<file path="config.mk">
export PLATFORM = sky130hd
export DESIGN_NAME = can_acceptance_filter_bank_core
export DESIGN_NICKNAME = d
export VERILOG_FILES = /design/src/hdl/caf_pkg.sv /design/src/hdl/can_acceptance_filter_bank_core.sv /design/src/hdl/caf_slot_ram.sv
export SDC_FILE = /design/constraint.sdc
export NUM_CORES = 2
export LEC_CHECK = 0
export BUFFER_PORTS_ARGS = -buffer_cell sky130_fd_sc_hd__buf_2
export CORE_ASPECT_RATIO = 1.2
export CORE_UTILIZATION = 57
export DETAILED_ROUTE_END_ITERATION = 10
export HOLD_SLACK_MARGIN = 0.1
export MAX_ROUTING_LAYER = met4
export PLACE_DENSITY = 0.85
export SYNTH_ARGS = -nofsm -noshare
export SYNTH_HDL_FRONTEND = slang
export SYNTH_SLANG_ARGS = --single-unit
</file>
<file path="constraint.sdc">
create_clock -name clk_i -period 7.1 [get_ports clk_i]
set_input_delay 1.775 -clock clk_i [delete_from_list [all_inputs] [get_ports clk_i]]
set_output_delay 1.775 -clock clk_i [all_outputs]
set_load 0.02 [all_outputs]
</file>
<file path="src/hdl/caf_pkg.sv">
// ----------------------------------------------------------------------------
// CAN acceptance filter bank package
// Shared types, constants and identifier packing for the filter bank.
// ----------------------------------------------------------------------------
`default_nettype none

package caf_pkg;

  localparam int unsigned FilterSlotsDefault = 32;
  localparam int unsigned SlotW   = 5;
  localparam int unsigned IdW     = 29;
  localparam int unsigned FifoW   = 5;
  localparam int unsigned StdW    = 11;
  localparam int unsigned InDataW  = 72;
  localparam int unsigned OutDataW = 16;

  localparam logic [IdW-1:0] Id29Bits = 29'h1FFF_FFFF;
  localparam logic [IdW-1:0] StdBits  = 29'h0000_07FF;

  typedef enum logic [0:0] {
    OP_WRITE = 1'b0,
    OP_MATCH = 1'b1
  } opcode_e;

  typedef enum logic [2:0] {
    ST_IDLE = 3'b001,
    ST_SCAN = 3'b010,
    ST_DONE = 3'b100
  } state_e;

  typedef struct packed {
    logic [IdW:0]     ident;   // bit 29 is the extended flag
    logic [IdW-1:0]   mask;
    logic [FifoW-1:0] target;
  } entry_t;

  typedef struct packed {
    logic             matched;
    logic [SlotW-1:0] slot;
    logic [FifoW-1:0] fifo;
  } result_t;

  // base part low, extension part above
  function automatic logic [IdW-1:0] pack_id(input logic [IdW-1:0] id, input logic ext);
    logic [IdW-1:0] r;
    if (ext) begin
      r = {id[17:0], id[28:18]};
    end else begin
      r = {18'd0, id[StdW-1:0]};
    end
    return r;
  endfunction

endpackage

`default_nettype wire

</file>
<file path="src/hdl/can_acceptance_filter_bank_core.sv">
// ----------------------------------------------------------------------------
// CAN acceptance filter bank core
// Stores filter slots and matches received identifiers, lowest slot first.
// ----------------------------------------------------------------------------
// Write transaction: the result passes through ST_DONE into the output register.
// Match transaction: one slot read per cycle from the slot memory; the scan
//   stops at the first hit or after the last slot.
// One item in work at a time; the output register lets the next item enter
//   while a result still waits.
// Reset clears every slot enable and the control state; slot contents stay.
`default_nettype none

module can_acceptance_filter_bank_core #(
  parameter int unsigned FILTER_SLOTS = caf_pkg::FilterSlotsDefault
) (
  input  wire logic                         clk_i,
  input  wire logic                         rst_ni,
  input  wire logic                         s_axis_tvalid,
  output logic                              s_axis_tready,
  // slot[4:0], id_value[33:5], mask_value[62:34], enable[63],
  // dest_fifo[68:64], is_extended[69], zero[71:70]
  input  wire logic [caf_pkg::InDataW-1:0]  s_axis_tdata,
  // opcode[0]
  input  wire logic                         s_axis_tuser,
  output logic                              m_axis_tvalid,
  input  wire logic                         m_axis_tready,
  // matched[0], match_slot[5:1], match_fifo[10:6], zero[15:11]
  output logic [caf_pkg::OutDataW-1:0]      m_axis_tdata
);
  import caf_pkg::*;

  localparam int unsigned AddrW = (FILTER_SLOTS > 1) ? $clog2(FILTER_SLOTS) : 1;
  localparam int unsigned CntW  = $clog2(FILTER_SLOTS + 1);

  logic [SlotW-1:0] in_slot;
  logic [IdW-1:0]   in_id;
  logic [IdW-1:0]   in_mask;
  logic             in_enable;
  logic [FifoW-1:0] in_fifo;
  logic             in_ext;

  assign in_slot   = s_axis_tdata[4:0];
  assign in_id     = s_axis_tdata[33:5];
  assign in_mask   = s_axis_tdata[62:34];
  assign in_enable = s_axis_tdata[63];
  assign in_fifo   = s_axis_tdata[68:64];
  assign in_ext    = s_axis_tdata[69];

  state_e state_q, state_d;
  logic [CntW-1:0]  idx_q, idx_d;
  logic [SlotW-1:0] cmp_idx_q, cmp_idx_d;
  logic [IdW-1:0]   rx_q, rx_d;
  logic             rx_ext_q, rx_ext_d;
  result_t          res_q, res_d;
  logic             out_valid_q, out_valid_d;
  result_t          out_q, out_d;

  logic             in_fire;
  logic             wr_ext;
  logic             slot_ok;
  entry_t           wr_entry;
  logic             we;
  logic             re;
  entry_t           rd_entry;
  logic             rd_on;
  logic             hit;
  logic             out_free;

  assign s_axis_tready = (state_q == ST_IDLE);
  assign in_fire       = s_axis_tvalid && s_axis_tready;

  assign wr_ext  = (in_id > StdBits);
  assign slot_ok = ({1'b0, in_slot} < (SlotW + 1)'(FILTER_SLOTS));

  always_comb begin
    wr_entry.ident  = {wr_ext, pack_id(in_id, wr_ext)};
    wr_entry.mask   = (in_mask != '0) ? pack_id(in_mask, wr_ext)
                                      : pack_id(wr_ext ? Id29Bits : StdBits, wr_ext);
    wr_entry.target = in_fifo;
  end

  assign we = in_fire && (opcode_e'(s_axis_tuser) == OP_WRITE) && slot_ok;
  assign re = (state_q == ST_SCAN) && !hit && (idx_q != CntW'(FILTER_SLOTS));

  caf_slot_ram #(
    .FILTER_SLOTS (FILTER_SLOTS),
    .AddrW        (AddrW)
  ) u_slot_ram (
    .clk_i   (clk_i),
    .rst_ni  (rst_ni),
    .we_i    (we),
    .waddr_i (in_slot[AddrW-1:0]),
    .wdata_i (wr_entry),
    .wen_i   (in_enable),
    .re_i    (re),
    .raddr_i (idx_q[AddrW-1:0]),
    .rdata_o (rd_entry),
    .ron_o   (rd_on)
  );

  logic cmp_valid_q, cmp_valid_d;

  assign hit = cmp_valid_q && rd_on && (rd_entry.ident[IdW] == rx_ext_q) &&
               (((rx_q ^ rd_entry.ident[IdW-1:0]) & rd_entry.mask) == '0);

  assign out_free = !out_valid_q || m_axis_tready;

  always_comb begin
    state_d     = state_q;
    idx_d       = idx_q;
    cmp_idx_d   = cmp_idx_q;
    cmp_valid_d = 1'b0;
    rx_d        = rx_q;
    rx_ext_d    = rx_ext_q;
    res_d       = res_q;
    out_valid_d = out_valid_q && !m_axis_tready;
    out_d       = out_q;
    case (state_q)
      ST_IDLE: begin
        if (in_fire) begin
          if (opcode_e'(s_axis_tuser) == OP_MATCH) begin
            rx_d     = pack_id(in_id, in_ext);
            rx_ext_d = in_ext;
            idx_d    = '0;
            state_d  = ST_SCAN;
          end else begin
            res_d   = '0;
            state_d = ST_DONE;
          end
        end
      end
      ST_SCAN: begin
        if (hit) begin
          res_d.matched = 1'b1;
          res_d.slot    = cmp_idx_q;
          res_d.fifo    = rd_entry.target;
          state_d       = ST_DONE;
        end else if (idx_q == CntW'(FILTER_SLOTS)) begin
          res_d   = '0;
          state_d = ST_DONE;
        end else begin
          cmp_valid_d = 1'b1;
          cmp_idx_d   = SlotW'(idx_q);
          idx_d       = idx_q + CntW'(1);
        end
      end
      ST_DONE: begin
        if (out_free) begin
          out_valid_d = 1'b1;
          out_d       = res_q;
          state_d     = ST_IDLE;
        end
      end
      default: begin
        state_d = ST_IDLE;
      end
    endcase
  end

  always_ff @(posedge clk_i or negedge rst_ni) begin
    if (!rst_ni) begin
      state_q     <= ST_IDLE;
      idx_q       <= '0;
      cmp_valid_q <= 1'b0;
      out_valid_q <= 1'b0;
    end else begin
      state_q     <= state_d;
      idx_q       <= idx_d;
      cmp_valid_q <= cmp_valid_d;
      out_valid_q <= out_valid_d;
    end
  end

  always_ff @(posedge clk_i) begin
    cmp_idx_q <= cmp_idx_d;
    rx_q      <= rx_d;
    rx_ext_q  <= rx_ext_d;
    res_q     <= res_d;
    out_q     <= out_d;
  end

  assign m_axis_tvalid = out_valid_q;
  assign m_axis_tdata  = {(OutDataW - $bits(result_t))'(0),
                          out_q.fifo, out_q.slot, out_q.matched};

  property p_write_done;
    @(posedge clk_i) disable iff (!rst_ni)
      (in_fire && opcode_e'(s_axis_tuser) == OP_WRITE) |=> (state_q == ST_DONE);
  endproperty
  a_write_done: assert property (p_write_done)
    else $error("write transaction did not complete in one cycle");

  property p_hit_in_range;
    @(posedge clk_i) disable iff (!rst_ni)
      (m_axis_tvalid && out_q.matched) |-> ({1'b0, out_q.slot} < (SlotW + 1)'(FILTER_SLOTS));
  endproperty
  a_hit_in_range: assert property (p_hit_in_range)
    else $error("reported slot beyond the filter bank");

  property p_miss_zero;
    @(posedge clk_i) disable iff (!rst_ni)
      (m_axis_tvalid && !out_q.matched) |-> (out_q.slot == '0 && out_q.fifo == '0);
  endproperty
  a_miss_zero: assert property (p_miss_zero)
    else $error("non-matching result carries slot or fifo");

  property p_scan_bound;
    @(posedge clk_i) disable iff (!rst_ni)
      (state_q == ST_SCAN) |-> (idx_q <= CntW'(FILTER_SLOTS));
  endproperty
  a_scan_bound: assert property (p_scan_bound)
    else $error("scan index past the last slot");

endmodule

`default_nettype wire

</file>
<file path="src/hdl/caf_slot_ram.sv">
// ----------------------------------------------------------------------------
// Filter slot store
// Synchronous slot memory with one write and one registered read port,
// plus per-slot enable flops cleared at reset.
// ----------------------------------------------------------------------------
`default_nettype none

module caf_slot_ram #(
  parameter int unsigned FILTER_SLOTS = caf_pkg::FilterSlotsDefault,
  parameter int unsigned AddrW = (FILTER_SLOTS > 1) ? $clog2(FILTER_SLOTS) : 1
) (
  input  wire logic            clk_i,
  input  wire logic            rst_ni,
  input  wire logic            we_i,
  input  wire logic [AddrW-1:0] waddr_i,
  input  wire caf_pkg::entry_t wdata_i,
  input  wire logic            wen_i,
  input  wire logic            re_i,
  input  wire logic [AddrW-1:0] raddr_i,
  output caf_pkg::entry_t      rdata_o,
  output logic                 ron_o
);
  import caf_pkg::*;

  entry_t mem [FILTER_SLOTS];
  logic   on_q [FILTER_SLOTS];
  entry_t rdata_q;
  logic   ron_q;

  always_ff @(posedge clk_i) begin
    if (we_i) begin
      mem[waddr_i] <= wdata_i;
    end
    if (re_i) begin
      rdata_q <= mem[raddr_i];
    end
  end

  always_ff @(posedge clk_i or negedge rst_ni) begin
    if (!rst_ni) begin
      for (int i = 0; i < FILTER_SLOTS; i++) begin
        on_q[i] <= 1'b0;
      end
      ron_q <= 1'b0;
    end else begin
      if (we_i) begin
        on_q[waddr_i] <= wen_i;
      end
      if (re_i) begin
        ron_q <= on_q[raddr_i];
      end
    end
  end

  assign rdata_o = rdata_q;
  assign ron_o   = ron_q;

  property p_no_rw_overlap;
    @(posedge clk_i) disable iff (!rst_ni) !(we_i && re_i);
  endproperty
  a_no_rw_overlap: assert property (p_no_rw_overlap)
    else $error("slot store written and scanned in the same cycle");

  property p_read_reg;
    @(posedge clk_i) disable iff (!rst_ni) !re_i |=> $stable(ron_o);
  endproperty
  a_read_reg: assert property (p_read_reg)
    else $error("enable read changed without a read");

  property p_write_enable;
    @(posedge clk_i) disable iff (!rst_ni)
      (we_i && re_i == 1'b0) |=> on_q[$past(waddr_i)] == $past(wen_i);
  endproperty
  a_write_enable: assert property (p_write_enable)
    else $error("slot enable not stored");

endmodule

`default_nettype wire
</file>
==> results.txt <==
Ys async rst share -> 0.0199
Initial antenna violation count -> 7
Leak -> 29.1 nW
Initial Util -> 0.575
Worst setup SP type -> input pin
WP buf/inv -> 2
Clock Path Buffers -> 3
First-pass GRT wire length -> 328 mm
Slowest stage cell, crit path -> nor4_4
Critical Path AT -> 5.51 ns
CTS Buf Count -> 197
WL final -> 239 mm
RSZ-0062 raised after global routing -> no
Port Buf Inserts -> 87
Routed Antenna Nets -> 0
Crit-path max FO -> 34
P per Cell Area -> 340 mW/mm^2
Synth-to-layout area growth -> 11.9%
Die area -> 0.150 sq mm
Final Cell Area -> 0.0947 sq mm
Least-Margin Pin Slew -> 1.38 ns
CTS tree -> yes
HP Class -> reg2reg
Max Clock Skew -> 0.0295 ns
Fin crit period -> 5.23 ns
H-tree depth -> 4
Final hold vios -> 0
Vias per inst -> 7.31
Synth Instances -> 3444
Setup CP Type -> in2reg
Fin Setup TNS -> 0 ns
Vias in the first global route -> 42000
Clk_lat worst skew -> 0.86 ns
Initial DRC count -> 7868
Yosys warns -> 0
Status -> finished clean
Die H -> 424 um
EDFF count, synth -> 2169
Fill count -> 8502
GRT overflow -> 0
Synth Cell Area -> 0.0846 sq mm
Site Rows -> 154
Drt pass-1 iters -> 6
HPWL after DPL -> 113 mm
Worst vdd ir -> 0.374 mV
Crit-path cells -> buf_2 -> nor4_1 -> nand3_1 -> nor4_4 -> buf_4 -> mux2i_1 -> nand2_1
Placed Instance Area -> 0.0882 sq mm
MaxCap Viol Count -> 0
CP required -> 7.38 ns
Endpoint class of the critical path -> flop
Layout cells sized above 1 -> 0.342
Sink Count -> 2213
Ports -> 95
Hold buffer count at CTS -> 0
Post-CTS sizing -> 0
#FFs+latches synth -> 2213
Final number of setup-violating endpoints -> 0
CP top delay family -> simple AND/OR/NAND/NOR gates
Slew headroom -> 0.0791
Global-route usage over all layers -> 0.328
Sequential Area -> 0.0663 sq mm
Area of the multi-input gates -> 0.0178 sq mm
Fin. max-slew vios -> 0
DR DRC count -> 0
Clock-pin slew on the worst setup and hold paths -> 0.06 ns
Fmax -> 191 MHz
Vias after detailed routing -> 42300
Postcts setup bufs -> 0
Core Util, Final -> 0.644
Mean Syn Cell Area -> 24.6 sq um
Sequential-to-total area share from yosys stat -> 0.783
Synth cell types -> 44
Core Region -> 0.147 sq mm
CP max stage delay -> 0.97 ns
Ys flop type -> edfxtp_1
Per-cell routed wire length -> 41.3 um
Clk root buf -> clkbuf_16
RePlAce Congestion -> 0.798
Die width -> 354 um
Largest net degree at the start of global routing -> 134
Fin crit share -> 0.737
Final net count -> 3745
[sequential cells by signal, summed over array words and instances, names as in the netlist, 3 cells and up]
signal / count
idx_q: 6
u_slot_ram.on_q: 32
u_slot_ram.mem: 2048
state_q: 3
m_axis_tdata: 11
cmp_idx_q: 5
u_slot_ram.rdata_o: 64
res_q: 11
rx_q: 29
[cell usage in the layout, fill, tap and decap left out, types with 5 or more instances in the layout]
cell type | synthesis | routed
nor2_1 | 77 | 36
inv_1 | 9 | 9
nand2_1 | 23 | 23
buf_4 | 6 | 88
nand3b_1 | 5 | 5
clkinvlp_4 | 0 | 9
o21ai_0 | 5 | 5
clkinv_8 | 0 | 7
nand3_1 | 8 | 8
dfrtp_1 | 43 | 38
buf_2 | 57 | 87
clkbuf_1 | 109 | 40
diode_2 | 0 | 8
clkinv_1 | 0 | 29
a21o_1 | 11 | 11
conb_1 | 1 | 5
clkinv_2 | 0 | 40
nor4_1 | 11 | 10
mux2i_1 | 15 | 15
nor2b_1 | 11 | 10
mux4_2 | 648 | 648
mux2_2 | 110 | 110
nor2_2 | 0 | 9
and3_1 | 10 | 10
nor2_4 | 0 | 32
nand4_1 | 5 | 5
xor2_1 | 30 | 30
edfxtp_1 | 2169 | 2169
and2_1 | 20 | 20
buf_12 | 0 | 29
a22oi_1 | 14 | 14
clkbuf_16 | 0 | 199
dfrtp_4 | 0 | 5
bufinv_16 | 0 | 20
[layer usage]
metal	track usage	up-vias	part of all wire	routed length (um)
li1	-	15200	-	-
met1	0.405	21900	0.32	77000
met2	0.522	4337	0.50	120000
met3	0.0729	779	0.12	29200
met4	0.155	0	0.054	12800
met5	-	-	0	0
[worst paths after layout]
check	startpoint	endpoint	slack (ns)	cells after the start
worst max-delay path	s_axis_tdata[21]	u_slot_ram.mem[5][10]	1.87	7
worst min-delay path	res_q[10]	m_axis_tdata[0]	0.42	0
max in group asynchronous	rst_ni	idx_q[0]	5.12	1
min in group asynchronous	rst_ni	u_slot_ram.on_q[22]	1.17	1
worst max register to register	idx_q[0]	u_slot_ram.ron_o	3.23	7
worst min register to register	res_q[10]	m_axis_tdata[0]	0.42	0
[area by class of cell]
cell class | count | area share
Sequential cell | 2213 | 0.700
Multi-Input combinational cell | 1041 | 0.188
Clock buffer | 242 | 0.0546
Tap cell | 1950 | 0.0258
Timing Repair Buffer | 204 | 0.0177
Clock inverter | 116 | 0.0132
Inverter | 9 | 0.000357
Antenna cell | 8 | 0.000211
[cells in the mapped netlist (all sizes together), types with 10 or more instances]
library cell / n / share of area
and2: 20 / 0.0015
nor2b: 11 / 0.00081
mux4: 648 / 0.17
clkbuf: 109 / 0.0048
a22oi: 14 / 0.0012
dfrtp: 43 / 0.013
mux2i: 15 / 0.0018
mux2: 110 / 0.015
nand2: 23 / 0.0010
a21o: 11 / 0.00098
nor2: 77 / 0.0034
and3: 10 / 0.00074
edfxtp: 2169 / 0.77
buf: 76 / 0.0047
nor4: 12 / 0.00096
xor2: 30 / 0.0031
[cell families (layout without fill, tap and decap cells)]
| kind of cell | after synthesis | in the layout | synth area share |
|---|---|---|---|
| adder cells (fa/ha/maj) | 2 | 2 | 0.000296 |
| other | 1 | 13 | 0.0000443 |
| buffers and inverters | 194 | 571 | 0.00990 |
| AND/OR/NAND/NOR | 189 | 189 | 0.0111 |
| AO/OA/AOI/OAI | 42 | 42 | 0.00355 |
| XOR/XNOR | 30 | 30 | 0.00311 |
| multiplexers | 773 | 773 | 0.189 |
| flip-flops | 2213 | 2213 | 0.783 |
[worst reg2reg max path, cell delays in order, from the launching register on]
cell and delay [ns]:
dfrtp_4 0.89, buf_12 0.45, buf_4 0.65, mux4_2 0.65, mux2_2 0.34, o21ai_0 0.24
o21ai_0 0.17, mux2_2 0.35
[through the flow]
stage,setup slack (ns),std cells,power (W),hold slack [ns]
after floorplan,1.01,3448,0.0197,0.400
after global placement,1.49,5417,0.0210,0.403
after detailed placement,1.27,5417,0.0212,0.405
after CTS,2.10,5775,0.0321,0.419
after global routing,1.94,5782,0.0328,0.429
final,1.87,5783,0.0322,0.419
[power breakdown]
group          leakage (nW)  switching [W]  internal, W  total, W
registers              20.2       0.000216       0.0146    0.0148
clock network          3.13        0.00496      0.00594    0.0109
logic                  5.80        0.00317      0.00326   0.00643
total                  29.1        0.00835       0.0238    0.0322
(Power assumes the default switching activity.)
